==> src/design/sil_pkg.sv <==
// Shared types and codes for the sorted identifier list.
`default_nettype none
package sil_pkg;

  localparam int ID_W = 64;

  localparam logic [1:0] CMD_INSERT = 2'd0;
  localparam logic [1:0] CMD_REMOVE = 2'd1;
  localparam logic [1:0] CMD_QUERY  = 2'd2;
  localparam logic [1:0] CMD_READ   = 2'd3;

  localparam logic [1:0] ST_OK    = 2'd0;
  localparam logic [1:0] ST_FULL  = 2'd1;
  localparam logic [1:0] ST_RANGE = 2'd2;

  typedef struct packed {
    logic [1:0]      command;
    logic [ID_W-1:0] ident;
    logic [5:0]      position;
  } cmd_t;

  typedef struct packed {
    logic [6:0]      entry_count;
    logic            found;
    logic [ID_W-1:0] entry_value;
    logic [1:0]      status;
  } res_t;

  // Broadcast from the sequencer to every cell.
  typedef struct packed {
    logic            exec;
    logic            ins;
    logic            rem;
    logic            query;
    logic            read;
    logic [ID_W-1:0] ident;
  } ctrl_t;

endpackage
`default_nettype wire

==> src/design/sil_stream_if.sv <==
// Valid/ready channel carrying one item of a given payload type.
`default_nettype none
interface sil_stream_if #(
  parameter type payload_t = logic
);
  logic     valid;
  logic     ready;
  payload_t payload;

  modport source (output valid, output payload, input ready);
  modport sink   (input valid, input payload, output ready);
endinterface
`default_nettype wire

==> src/design/sil_cell.sv <==
// One slot of the sorted chain: holds an entry and shifts it to or from its neighbours.
`default_nettype none
module sil_cell #(
  parameter int INDEX = 0,
  parameter int PW    = 7
) (
  input  wire logic                      clk,
  input  wire sil_pkg::ctrl_t            ctrl,
  input  wire logic [PW-1:0]             count,
  input  wire logic [PW-1:0]             pos,
  input  wire logic [sil_pkg::ID_W-1:0]  left_value,
  input  wire logic                      left_gt,
  input  wire logic [sil_pkg::ID_W-1:0]  right_value,
  output logic [sil_pkg::ID_W-1:0]       value,
  output logic                           gt,
  output logic                           leaf_found,
  output logic [sil_pkg::ID_W-1:0]       leaf_value
);

  localparam logic [PW-1:0] IDX      = PW'(INDEX);
  localparam logic [PW-1:0] IDX_NEXT = PW'(INDEX + 1);

  logic occupied;
  logic at_count;
  logic from_pos;
  logic has_right;

  assign occupied  = IDX < count;
  assign at_count  = IDX == count;
  assign from_pos  = IDX >= pos;
  assign has_right = IDX_NEXT < count;
  assign gt        = occupied && (value > ctrl.ident);

  always_ff @(posedge clk) begin
    if (ctrl.ins) begin
      // take the left entry if it moves up, else land the new one at its place
      if (left_gt) begin
        value <= left_value;
      end else if (gt || at_count) begin
        value <= ctrl.ident;
      end
    end else if (ctrl.rem && from_pos && has_right) begin
      value <= right_value;
    end
    if (ctrl.exec) begin
      leaf_found <= ctrl.query && occupied && (value == ctrl.ident);
      leaf_value <= (ctrl.read && occupied && (IDX == pos)) ? value : '0;
    end
  end

endmodule
`default_nettype wire

==> src/design/sil_tree.sv <==
// Registered OR tree, four to one per level, gathering the cells' query and read results.
`default_nettype none
module sil_tree #(
  parameter int N = 64
) (
  input  wire logic                      clk,
  input  wire logic [N-1:0]              leaf_found,
  input  wire logic [sil_pkg::ID_W-1:0]  leaf_value [N],
  output logic                           root_found,
  output logic [sil_pkg::ID_W-1:0]       root_value
);

  localparam int L = ($clog2(N) + 1) / 2;
  localparam int P = 1 << (2 * L);

  function automatic int lvl_off(input int k);
    int o;
    o = 0;
    for (int j = 0; j < k; j++) begin
      o += P >> (2 * j);
    end
    return o;
  endfunction

  localparam int NODES = lvl_off(L + 1) - P;
  localparam int ROOT  = lvl_off(L) - P;

  logic [P-1:0]             pad_found;
  logic [sil_pkg::ID_W-1:0] pad_value [P];
  logic [NODES-1:0]         node_found;
  logic [sil_pkg::ID_W-1:0] node_value [NODES];

  for (genvar j = 0; j < P; j++) begin : g_pad
    if (j < N) begin : g_leaf
      assign pad_found[j] = leaf_found[j];
      assign pad_value[j] = leaf_value[j];
    end else begin : g_zero
      assign pad_found[j] = 1'b0;
      assign pad_value[j] = '0;
    end
  end

  always_ff @(posedge clk) begin
    for (int k = 1; k <= L; k++) begin
      for (int j = 0; j < (P >> (2 * k)); j++) begin
        if (k == 1) begin
          node_found[j] <= |pad_found[4*j +: 4];
          node_value[j] <= pad_value[4*j] | pad_value[4*j+1]
                         | pad_value[4*j+2] | pad_value[4*j+3];
        end else begin
          node_found[lvl_off(k) - P + j] <=
            |node_found[lvl_off(k-1) - P + 4*j +: 4];
          node_value[lvl_off(k) - P + j] <=
              node_value[lvl_off(k-1) - P + 4*j]
            | node_value[lvl_off(k-1) - P + 4*j + 1]
            | node_value[lvl_off(k-1) - P + 4*j + 2]
            | node_value[lvl_off(k-1) - P + 4*j + 3];
        end
      end
    end
  end

  assign root_found = node_found[ROOT];
  assign root_value = node_value[ROOT];

endmodule
`default_nettype wire

==> src/design/sorted_id_list_top.sv <==
// Sorted identifier list: sequencer, chain of slots and result gathering tree.
//
// Commands arrive on cmd (insert, remove at position, query, read at position)
// and exactly one result per command leaves on res, carrying the count after
// the command, the found flag, the read value and a status code.
// The list lives in a row of CAPACITY slots; an insert or remove shifts every
// affected slot into its neighbour together, found by a compare in each slot.
// Query and read results are gathered by a registered four-to-one OR tree of
// L = ceil(log4(CAPACITY)) levels (3 at CAPACITY 64).
// A command is registered on acceptance, executed in the slots, then gathered by the tree into the result.
// One command is in flight at a time; a finished result waits in the output
// register while the next command is accepted and worked on, and a stalled
// receiver holds the block only once a second result is ready.
// Reset empties the list (count zero) and drops any pending result; it needs
// no clearing pass over the slots.
`default_nettype none
module sorted_id_list_top #(
  parameter int CAPACITY = 64
) (
  input  wire logic    clk,
  input  wire logic    rst,
  sil_stream_if.sink   cmd,
  sil_stream_if.source res
);

  localparam int CW = $clog2(CAPACITY + 1);
  localparam int PW = (CW > 6) ? CW : 6;
  localparam int TL = ($clog2(CAPACITY) + 1) / 2;
  localparam int KW = $clog2(TL + 1);

  typedef enum logic [1:0] {IDLE, EXEC, REDUCE} state_t;

  state_t          state;
  logic [KW-1:0]   cnt;
  logic [CW-1:0]   count;
  sil_pkg::cmd_t   cmd_q;
  logic [1:0]      status_q;
  logic            res_valid;
  sil_pkg::res_t   res_payload;

  logic [PW-1:0]   pos_ext;
  logic [PW-1:0]   count_ext;
  logic            full;
  logic            range_bad;
  logic            res_load;
  sil_pkg::ctrl_t  ctrl;

  logic [sil_pkg::ID_W-1:0] values [CAPACITY];
  logic [CAPACITY-1:0]      gts;
  logic [CAPACITY-1:0]      leaf_found;
  logic [sil_pkg::ID_W-1:0] leaf_value [CAPACITY];
  logic                     root_found;
  logic [sil_pkg::ID_W-1:0] root_value;

  assign pos_ext   = PW'(cmd_q.position);
  assign count_ext = PW'(count);
  assign full      = count == CW'(CAPACITY);
  assign range_bad = pos_ext >= count_ext;
  assign res_load  = (state == REDUCE) && (cnt == KW'(TL)) && (!res_valid || res.ready);

  always_comb begin
    ctrl.exec  = state == EXEC;
    ctrl.ins   = ctrl.exec && (cmd_q.command == sil_pkg::CMD_INSERT) && !full;
    ctrl.rem   = ctrl.exec && (cmd_q.command == sil_pkg::CMD_REMOVE) && !range_bad;
    ctrl.query = cmd_q.command == sil_pkg::CMD_QUERY;
    ctrl.read  = cmd_q.command == sil_pkg::CMD_READ;
    ctrl.ident = cmd_q.ident;
  end

  for (genvar i = 0; i < CAPACITY; i++) begin : g_cell
    logic [sil_pkg::ID_W-1:0] lv;
    logic                     lg;
    logic [sil_pkg::ID_W-1:0] rv;
    if (i == 0) begin : g_first
      assign lv = '0;
      assign lg = 1'b0;
    end else begin : g_inner
      assign lv = values[i-1];
      assign lg = gts[i-1];
    end
    if (i == CAPACITY - 1) begin : g_last
      assign rv = '0;
    end else begin : g_rest
      assign rv = values[i+1];
    end
    sil_cell #(
      .INDEX (i),
      .PW    (PW)
    ) u_cell (
      .clk         (clk),
      .ctrl        (ctrl),
      .count       (count_ext),
      .pos         (pos_ext),
      .left_value  (lv),
      .left_gt     (lg),
      .right_value (rv),
      .value       (values[i]),
      .gt          (gts[i]),
      .leaf_found  (leaf_found[i]),
      .leaf_value  (leaf_value[i])
    );
  end

  sil_tree #(
    .N (CAPACITY)
  ) u_tree (
    .clk        (clk),
    .leaf_found (leaf_found),
    .leaf_value (leaf_value),
    .root_found (root_found),
    .root_value (root_value)
  );

  always_ff @(posedge clk) begin
    if (rst) begin
      state     <= IDLE;
      cnt       <= '0;
      count     <= '0;
      res_valid <= 1'b0;
    end else begin
      if (res_load) begin
        res_valid <= 1'b1;
      end else if (res.ready) begin
        res_valid <= 1'b0;
      end
      case (state)
        IDLE: begin
          if (cmd.valid) begin
            cmd_q <= cmd.payload;
            state <= EXEC;
          end
        end
        EXEC: begin
          case (cmd_q.command)
            sil_pkg::CMD_INSERT: begin
              if (full) begin
                status_q <= sil_pkg::ST_FULL;
              end else begin
                status_q <= sil_pkg::ST_OK;
                count    <= count + CW'(1);
              end
            end
            sil_pkg::CMD_REMOVE: begin
              if (range_bad) begin
                status_q <= sil_pkg::ST_RANGE;
              end else begin
                status_q <= sil_pkg::ST_OK;
                count    <= count - CW'(1);
              end
            end
            sil_pkg::CMD_READ: begin
              status_q <= range_bad ? sil_pkg::ST_RANGE : sil_pkg::ST_OK;
            end
            default: begin
              status_q <= sil_pkg::ST_OK;
            end
          endcase
          cnt   <= '0;
          state <= REDUCE;
        end
        REDUCE: begin
          if (cnt == KW'(TL)) begin
            // hold until the output register is free
            if (res_load) begin
              res_payload.entry_count <= 7'(count);
              res_payload.found       <= root_found;
              res_payload.entry_value <= root_value;
              res_payload.status      <= status_q;
              state                   <= IDLE;
            end
          end else begin
            cnt <= cnt + KW'(1);
          end
        end
        default: begin
          state <= IDLE;
        end
      endcase
    end
  end

  assign cmd.ready   = state == IDLE;
  assign res.valid   = res_valid;
  assign res.payload = res_payload;

endmodule
`default_nettype wire
==> src/flat_wrapper.sv <==
// flat-port wrapper written by rule: the top's interface ports become plain ports
module sorted_id_list_top_flat 
#(
  parameter int CAPACITY = 64
)
  (clk, rst, cmd_valid, cmd_payload, cmd_ready, res_valid, res_payload, res_ready);
  sil_stream_if cmd_i ();
  sil_stream_if res_i ();
  input  wire logic clk;
  input  wire logic rst;
  input wire logic [$bits(cmd_i.valid)-1:0] cmd_valid;
  input wire logic [$bits(cmd_i.payload)-1:0] cmd_payload;
  output wire logic [$bits(cmd_i.ready)-1:0] cmd_ready;
  output wire logic [$bits(res_i.valid)-1:0] res_valid;
  output wire logic [$bits(res_i.payload)-1:0] res_payload;
  input wire logic [$bits(res_i.ready)-1:0] res_ready;
  assign cmd_i.valid = cmd_valid;
  assign cmd_i.payload = cmd_payload;
  assign cmd_ready = cmd_i.ready;
  assign res_valid = res_i.valid;
  assign res_payload = res_i.payload;
  assign res_i.ready = res_ready;
  sorted_id_list_top #(.CAPACITY(CAPACITY)) u_core (.clk(clk), .rst(rst), .cmd(cmd_i), .res(res_i));
endmodule
==> config.mk <==
export PLATFORM = sky130hd
export DESIGN_NAME = sorted_id_list_top_flat
export DESIGN_NICKNAME = d
export VERILOG_FILES = /design/src/design/sil_pkg.sv /design/src/design/sil_stream_if.sv /design/src/design/sil_cell.sv /design/src/design/sil_tree.sv /design/src/design/sorted_id_list_top.sv /design/src/flat_wrapper.sv
export SDC_FILE = /design/constraint.sdc
export NUM_CORES = 1
export LEC_CHECK = 0
export ABC_AREA = 1
export BUFFER_PORTS_ARGS = -buffer_cell sky130_fd_sc_hd__buf_2
export CAP_MARGIN = 10
export CORE_AREA = 2 2 39 41
export DETAILED_ROUTE_END_ITERATION = 8
export DIE_AREA = 0 0 41 43
export PLACE_DENSITY = 0.8
export SYNTH_ARGS = -nofsm -noshare
export SYNTH_HDL_FRONTEND = slang
export SYNTH_HIERARCHICAL = 1
export SYNTH_SLANG_ARGS = --single-unit
==> constraint.sdc <==
create_clock -name clk -period 1.4 [get_ports clk]
set_clock_uncertainty 0.05 [all_clocks]
set_input_delay 0.21 -clock clk [delete_from_list [all_inputs] [get_ports clk]]
set_output_delay 0.21 -clock clk [all_outputs]
set_load 0.01 [all_outputs]
==> results.md, run 1 <==
- The placeable core region is 1380 µm².
- The worst endpoint required time is 1.56 ns.
- The die covers 1760 µm².
- The post-synthesis average cell area is 7.56 µm².
- The number of antenna diodes in the final layout is 0.
- The instance count of the mapped netlist is 92.
- The startpoint identified for the worst register-to-register timing path is u_core/count[0].
- TritonCTS built the clock tree.
- The buffer count from post-CTS setup fixing is 0.
- The violation count after the first detailed-route iteration is 21.
- The post-detailed-route count of antenna-violating nets is 0.
- Timing analysis after detailed placement gives a worst setup slack of 0.0496 ns.
- Leaving out fill and tap cells, the most frequent cells in the layout are sky130_fd_sc_hd__nand2_1, sky130_fd_sc_hd__nor2_1, sky130_fd_sc_hd__dfxtp_1.
- The die is 43 µm tall.
- The H-tree depth is 1.
- The final layout contains routed wiring with a total length of 1270 µm.
- For hold timing, the worst endpoint is u_core/state[0].
- Detailed routing inserted a total of 605 vias.
- The critical path's largest stage delay is 0.37 ns.
- In this run the worst hold path is classified as in2reg.
- The detail-routed net length per standard cell is 10.8 µm.
- The total CTS buffers is 3.
- The slowest stage of the critical path is the sky130_fd_sc_hd__dfxtp_2 cell.
- The highest fanout seen on the critical path is 7.
- The congestion estimate from routability-driven global placement came to 0.795.
- The number of hold-slack violations in the final timing report is 0.
- The share of cells above drive strength 1 is 0.188.
- Of the synthesized area, sequential elements account for 0.432.
- Traced cell by cell, the critical path runs through inv_1, ha_1, nand2_2, nor2_2, nor2_4, nand2_1, a21oi_2.
- Using the TritonRoute via totals, the vias-per-cell ratio works out to 5.17.
- The detailed-routing iteration count for the pre-antenna-repair pass is 4.
- The final critical-path share of the clock period is 0.975.
- In this run, distinct cell masters in the synthesized netlist total 19.
- Pin placement for this block handled 8 I/O pins.
- The hold path startpoint is cmd_valid.
- The maximum number of pins on one net before global-route repair is 12.
- For this run, the total global-route usage over all layers was measured as 0.170.
- The number of nets in the layout is 110.
- The effective utilization at floorplan is 0.503.
- The critical path start-end classification is reg2reg.
- The number of antenna violations at the first check in global routing is 0.
- The number of clock sinks is 14.
- In this run the power density over the cells is 1010 nW/µm².
- The arrival time at the worst endpoint is 1.53 ns.
- The completed layout was analyzed and its total power is 798 µW.
- The floorplan has 14 rows.
- For the pin with the worst max-slew slack, the measured transition is 0.315 ns.
- Setup violations remaining at the end of the flow were counted as 0.
- The library cell used most frequently in the layout, excluding fill and tap cells, is sky130_fd_sc_hd__nand2_1.
- The flow ran to the end, and the final reports show no timing, DRC or antenna violations.
- The area overhead of the layout relative to synthesis is 13.1%.
- The final number of max-transition violations was 0.
- The relative slew slack is 0.789.
- The horizontal die dimension is 41 µm.
- The number of buffers and inverters on the critical path is 1.
- Global routing finished with a remaining overflow of 0.
- After detailed routing, the number of remaining DRC violations is 0.
- The origin of the worst setup path is u_core/count[0].
- The kind of cell adding the most delay to the critical path is simple AND/OR/NAND/NOR gates.
- Across all setup checks in the final design, the least slack found is 0.0346 ns.
- The clock slew at the register clock pins of the worst setup and hold paths is 0.09 ns.
- The critical path startpoint category is a flip-flop.
- In this run the tool buffered the top-level ports with 6 buffer cells.
- IR analysis of the VDD net gives a maximum drop of 0.485 mV.
- The cell sitting at the root of the clock tree is a sky130_fd_sc_hd__clkbuf_4.
- The clock passes through at most 2 buffers.
- Summing every instance area after synthesis gives 696 µm².
- The later-pin clock latency in the skew report is 0.27 ns.
- The maximum clock rate is 732 MHz.
- After synthesis the netlist holds a flip-flop and latch count of 14.
- The number of maximum-capacitance constraint violations is 0.
- The endpoint type of the worst setup path is a flip-flop.
- For this design the static power due to leakage is 0.000312 µW.
- In this run the register-to-register setup slack is 0.03 ns.
- The via count of the first global-routing pass is 503.
- For the finished layout, the period the worst path requires is 1.37 ns.
- The number of warning messages in the yosys log is 6.
- The number of nets produced by synthesis is 100.
- The reg-to-reg endpoint is u_core/count[4].
- The half-perimeter wire length after detailed placement is 859 µm.
- The global-route wire length before repair is 2020 µm.
- The worst hold path passes through 2 cells.
- The total negative slack is 0 ns.
- The number of cell instances on the worst register-to-register path is 7.
==> cell usage after synthesis <==
cell,number,share of area
sky130_fd_sc_hd__a21oi_1,9,0.065
sky130_fd_sc_hd__and3_1,1,0.0090
sky130_fd_sc_hd__clkbuf_1,1,0.0054
sky130_fd_sc_hd__dfxtp_1,12,0.35
sky130_fd_sc_hd__edfxtp_1,2,0.086
sky130_fd_sc_hd__ha_1,3,0.054
sky130_fd_sc_hd__inv_1,10,0.054
sky130_fd_sc_hd__nand2_1,23,0.12
sky130_fd_sc_hd__nand2_2,2,0.018
sky130_fd_sc_hd__nand3_1,5,0.036
sky130_fd_sc_hd__nand3_2,1,0.014
sky130_fd_sc_hd__nor2_1,13,0.070
sky130_fd_sc_hd__nor2_2,1,0.0090
sky130_fd_sc_hd__nor2_4,1,0.016
sky130_fd_sc_hd__nor3_1,1,0.0072
sky130_fd_sc_hd__o21ai_0,1,0.0072
sky130_fd_sc_hd__o21ai_1,2,0.014
sky130_fd_sc_hd__o21bai_4,1,0.027
sky130_fd_sc_hd__xor2_1,3,0.038
==> cell families (layout without fill, tap and decap cells) <==
| family | after synthesis | count (layout) | synth area share |
|---|---|---|---|
| xor gates and xnor gates | 3 | 3 | 0.0378 |
| adders and majority gates | 3 | 3 | 0.0540 |
| buffers and inverters | 11 | 20 | 0.0594 |
| DFF | 14 | 14 | 0.432 |
| AOI/OAI and AO/OA | 13 | 13 | 0.113 |
| and+or+nand+nor | 48 | 48 | 0.304 |
==> power by group <==
group / switching, µW / internal (µW)
combinational: 49.5 / 29.1
clock: 131 / 158
sequential: 10.6 / 419
==> cell type report <==
type / count / area [µm²]
clock buffer: 4 / 36.3
fill: 129 / 597
inverter: 10 / 37.5
multi-input combinational: 67 / 362
sequential: 14 / 302
tap: 16 / 20.0
timing repair buffer: 6 / 30.0
==> per-stage QoR <==
step | std cells | hold slack [ns] | cell area [µm²] | utilization
after floorplan | 92 | 0.313 | 696 | -
after global placement | 113 | 0.360 | 742 | 0.536
after detailed placement | 113 | 0.355 | 742 | 0.536
after CTS | 117 | 0.106 | 778 | 0.562
after global routing | 117 | 0.0991 | 787 | 0.569
final | 117 | 0.112 | 787 | 0.569
==> sequential cells by signal (all words and copies together) (netlist names) <==
name / count
u_core/cnt: 2
u_core/count: 7
u_core/res.payload: 1
u_core/res.valid: 1
u_core/state: 2
u_core/status_q: 1
==> per-layer routing <==
layer	global-route usage	part of all wire
met5	0	0
met4	0.120	0.030
met3	0.0314	0.029
met2	0.225	0.48
met1	0.239	0.46
==> repair_timing <==
action / in CTS / in global routing
setup endpoints to repair: 0 / 7
gates resized for setup: 0 / 3
hold buffers: 0 / 0
==> how the worst max path moves through the flow <==
stage / endpoint / slack [ns] / cells past startpoint
after global routing: u_core/count[4] / -0.02 / 7
after detailed placement: u_core/count[4] / 0.05 / 7
after CTS: u_core/count[4] / 0.02 / 7
after global placement: u_core/count[4] / 0.10 / 7
after floorplan: u_core/count[3] / 0.20 / 7
final: u_core/count[4] / 0.03 / 7
(Power assumes the default switching activity.)
==> inputs of run 2 (changes only) <==
--- a/config.mk
+++ b/config.mk
@@ -7,11 +7,11 @@
 export LEC_CHECK = 0
 export ABC_AREA = 1
 export BUFFER_PORTS_ARGS = -buffer_cell sky130_fd_sc_hd__buf_2
-export CAP_MARGIN = 10
 export CORE_AREA = 2 2 39 41
 export DETAILED_ROUTE_END_ITERATION = 8
 export DIE_AREA = 0 0 41 43
 export PLACE_DENSITY = 0.8
+export REMOVE_ABC_BUFFERS = 1
 export SYNTH_ARGS = -nofsm -noshare
 export SYNTH_HDL_FRONTEND = slang
 export SYNTH_HIERARCHICAL = 1
==> run 2 against run 1 <==
- global-route usage decreased by 0.86 points
- count of clock-buffer cells in the layout unchanged
- sequential power about the same
- critical endpoint unchanged
- largest cell class unchanged
- highest routed layer unchanged
==> results.md, run 2 (synthesized netlist as in run 1, its figures left out) <==
- Following the worst setup path forward leads to its endpoint at u_core/count[4].
- The worst endpoint required time is 1.56 ns (about the same).
- The routed wire length is 1240 µm (-2.7%).
- The most common cell after layout, fill and taps aside is sky130_fd_sc_hd__nand2_1.
- The highest fanout seen on the critical path is 7 (unchanged).
- The effective utilization at floorplan is 0.503 (unchanged).
- The root buffer cell chosen for the clock tree is sky130_fd_sc_hd__clkbuf_4.
- The area overhead of the layout relative to synthesis is 13.7%.
- The number of maximum-capacitance constraint violations was 0 (unchanged).
- The number of hold-slack violations in the final timing report is 0 (unchanged).
- STA classifies the critical path startpoint as a flip-flop.
- The buffer levels on the longest clock path was 2 (unchanged).
- The detail-routed net length per standard cell is 10.5 µm (-3.5%).
- The leakage power summed over all cells is 0.000318 µW (+2.1%).
- The later-pin clock latency in the skew report was 0.27 ns (about the same).
- The internal portion of total power is 608 µW (+0.25%).
- The clock slew at the register clock pins of the worst setup and hold paths came to 0.09 ns (about the same).
- The number of antenna violations at the first check in global routing is 0 (unchanged).
- The final weighted congestion in routability-driven placement is 0.766 (-3.6%).
- The CTS tree is built.
- met2 is the most crowded layer.
- The count of antenna diodes in the layout is 0 (unchanged).
- The total chip power is 794 µW (-0.46%).
- The via count of the first global-routing pass came to 487 (-3.2%).
- The shortest period the worst path allows is 1.31 ns (-0.0537 ns).
- The relative slew slack came to 0.780 (-0.00886).
- The count of placed standard cells in the final layout, fillers left out is 118 (+0.85%).
- The violation count after the first detailed-route iteration is 10 (-52%).
- The via total after detailed routing is 586 (-3.1%).
- The global-route track usage on met3 is 0.0314 (unchanged).
- The switching power as a share of total power is 0.234 (-0.00544).
- The number of nets in the layout is 111 (+0.91%).
- The critical path starts at u_core/count[0].
- The per-cell via count in the routed design is 4.97 (-4.0%).
- The placed cell count is 113 (unchanged).
- The met1 layer usage reported by global route is 0.191 (-0.0484).
- The post-detailed-route count of antenna-violating nets is 0 (unchanged).
- The final number of max-transition violations is 0 (unchanged).
- The total negative slack is 0 ns (unchanged).
- The arrival time at the worst endpoint was 1.47 ns (-0.06 ns).
- The number of primary I/O pins was 8 (unchanged).
- The full die area was 1760 µm² (unchanged).
- The maximum clock rate is 762 MHz (+4.1%).
- The power density over the cells is 1000 nW/µm² (-0.93%).
- The cell row count is 14 (unchanged).
- The half-perimeter wire length after detailed placement is 870 µm (+1.4%).
- The H-tree depth is 1 (unchanged).
- The total CTS buffers is 3 (unchanged).
- The count of endpoints failing setup in the final report is 0 (unchanged).
- The all-layer global routing usage came to 0.162 (-0.00861).
- The reg-to-reg endpoint is u_core/count[4].
- The path class of the tightest hold or removal check is in2reg.
- The reg2reg setup slack is 0.09 ns (+0.05 ns).
- The met2 track utilization from global routing is 0.253 (+0.0281).
- In the layout the commonest cells are sky130_fd_sc_hd__nand2_1, sky130_fd_sc_hd__nor2_1, sky130_fd_sc_hd__dfxtp_1.
- The global-route wire length before repair came to 1930 µm (-4.4%).
- The net switching power came to 186 µW (-2.7%).
- The chip height is 43 µm (unchanged).
- The final critical-path share of the clock period is 0.937 (-0.0383).
- The number of buffers inserted by port buffering is 6 (unchanged).
- The number of clock sinks is 14 (unchanged).
- The share of cells above drive strength 1 was 0.186 (-0.00184).
- The detailed-routing iteration count for the pre-antenna-repair pass came to 6 (+2).
- The clock share of power was 0.356 (-0.007).
- The global-route congestion overflow total is 0 (unchanged).
- The placeable core region is 1380 µm² (unchanged).
- The horizontal die dimension was 41 µm (unchanged).
- The worst setup path is captured at a flip-flop.
- The fraction of power consumed by combinational cells is 0.102 (+0.003).
- The number of hold buffers added after CTS came to 0 (unchanged).
- In this run the critical register-to-register path is launched from u_core/count[0].
- The largest register by flop count is u_core/count.
- The part of the total power dissipated in sequential elements is 0.542 (+0.003).
- The transition time at the pin with the least slew margin is 0.328 ns (+0.0132 ns).
- The number of cell instances on the worst register-to-register path was 7 (unchanged).
- Setup repair after global routing left no endpoint under its margin.
- The number of flip-flops in the largest register is 7 (unchanged).
- The maximum number of pins on one net before global-route repair came to 12 (unchanged).
- The run finished with clean final reports.
- The worst vdd rail ir drop is 0.596 mV (+23%).
- The worst setup path is of the reg2reg kind.
- The remaining design rule violation count is 0 (unchanged).
- The largest registers in the layout are u_core/count (7), u_core/cnt (2), u_core/state (2).
-- run 2: power groups by stage --
stage	Combinational [µW]	Sequential [µW]	Clock, µW
floorplan	55.5	436	0
global placement	74.5	438	0
detailed placement	77.3	439	0
CTS	77.6	429	292
global route	91.2	431	310
finish	81.3	430	283
-- run 2: worst min path at each step --
stage | startpoint | endpoint | slack (ns) | cells after the start
2_1_floorplan | rst | u_core/cnt[1] | 0.23 | 1
3_3_place_gp | u_core/status_q[0] | u_core/res.payload | 0.36 | 0
3_5_place_dp | u_core/status_q[0] | u_core/res.payload | 0.37 | 0
4_1_cts | cmd_valid | u_core/state[0] | 0.12 | 2
5_1_grt | cmd_valid | u_core/state[0] | 0.12 | 2
6_report | cmd_valid | u_core/state[0] | 0.12 | 2
-- run 2: area by class of cell --
type	instances	area [µm²]
Inverter	10	37.5
Tap cell	16	20.0
Multi-Input combinational cell	67	358
Timing Repair Buffer	7	37.5
Fill cell	122	593
Sequential cell	14	302
Clock buffer	4	36.3
-- run 2: worst max-delay path, stage by stage, from the launching register on --
cell and delay (ns):
sky130_fd_sc_hd__dfxtp_2 0.36, sky130_fd_sc_hd__inv_1 0.08, sky130_fd_sc_hd__ha_1 0.21, sky130_fd_sc_hd__nand2_2 0.10, sky130_fd_sc_hd__nor2_2 0.07, sky130_fd_sc_hd__nor2_4 0.19
sky130_fd_sc_hd__nand2_1 0.08, sky130_fd_sc_hd__a21oi_1 0.11
-- run 2: what timing repair did --
item	in CTS	in global routing
setup buffers	0	1
resized for setup	0	2
endpoints found under the setup margin	0	5
-- run 2: per-stage QoR --
step	area (µm²)	hold WS, ns	util	setup WS (ns)
final	791	0.125	0.571	0.0882
after global routing	791	0.123	0.571	0.000679
after CTS	778	0.116	0.562	0.0481
after detailed placement	742	0.369	0.536	0.0707
after global placement	742	0.359	0.536	0.101
after floorplan	692	0.229	-	0.203
-- run 2: per-layer routing --
layer  routed length [µm]  vias to the layer above
met4                   14                        0
met1                  610                      263
met5                    0                        -
li1                     -                      316
met3                   20                        2
met2                  589                        5
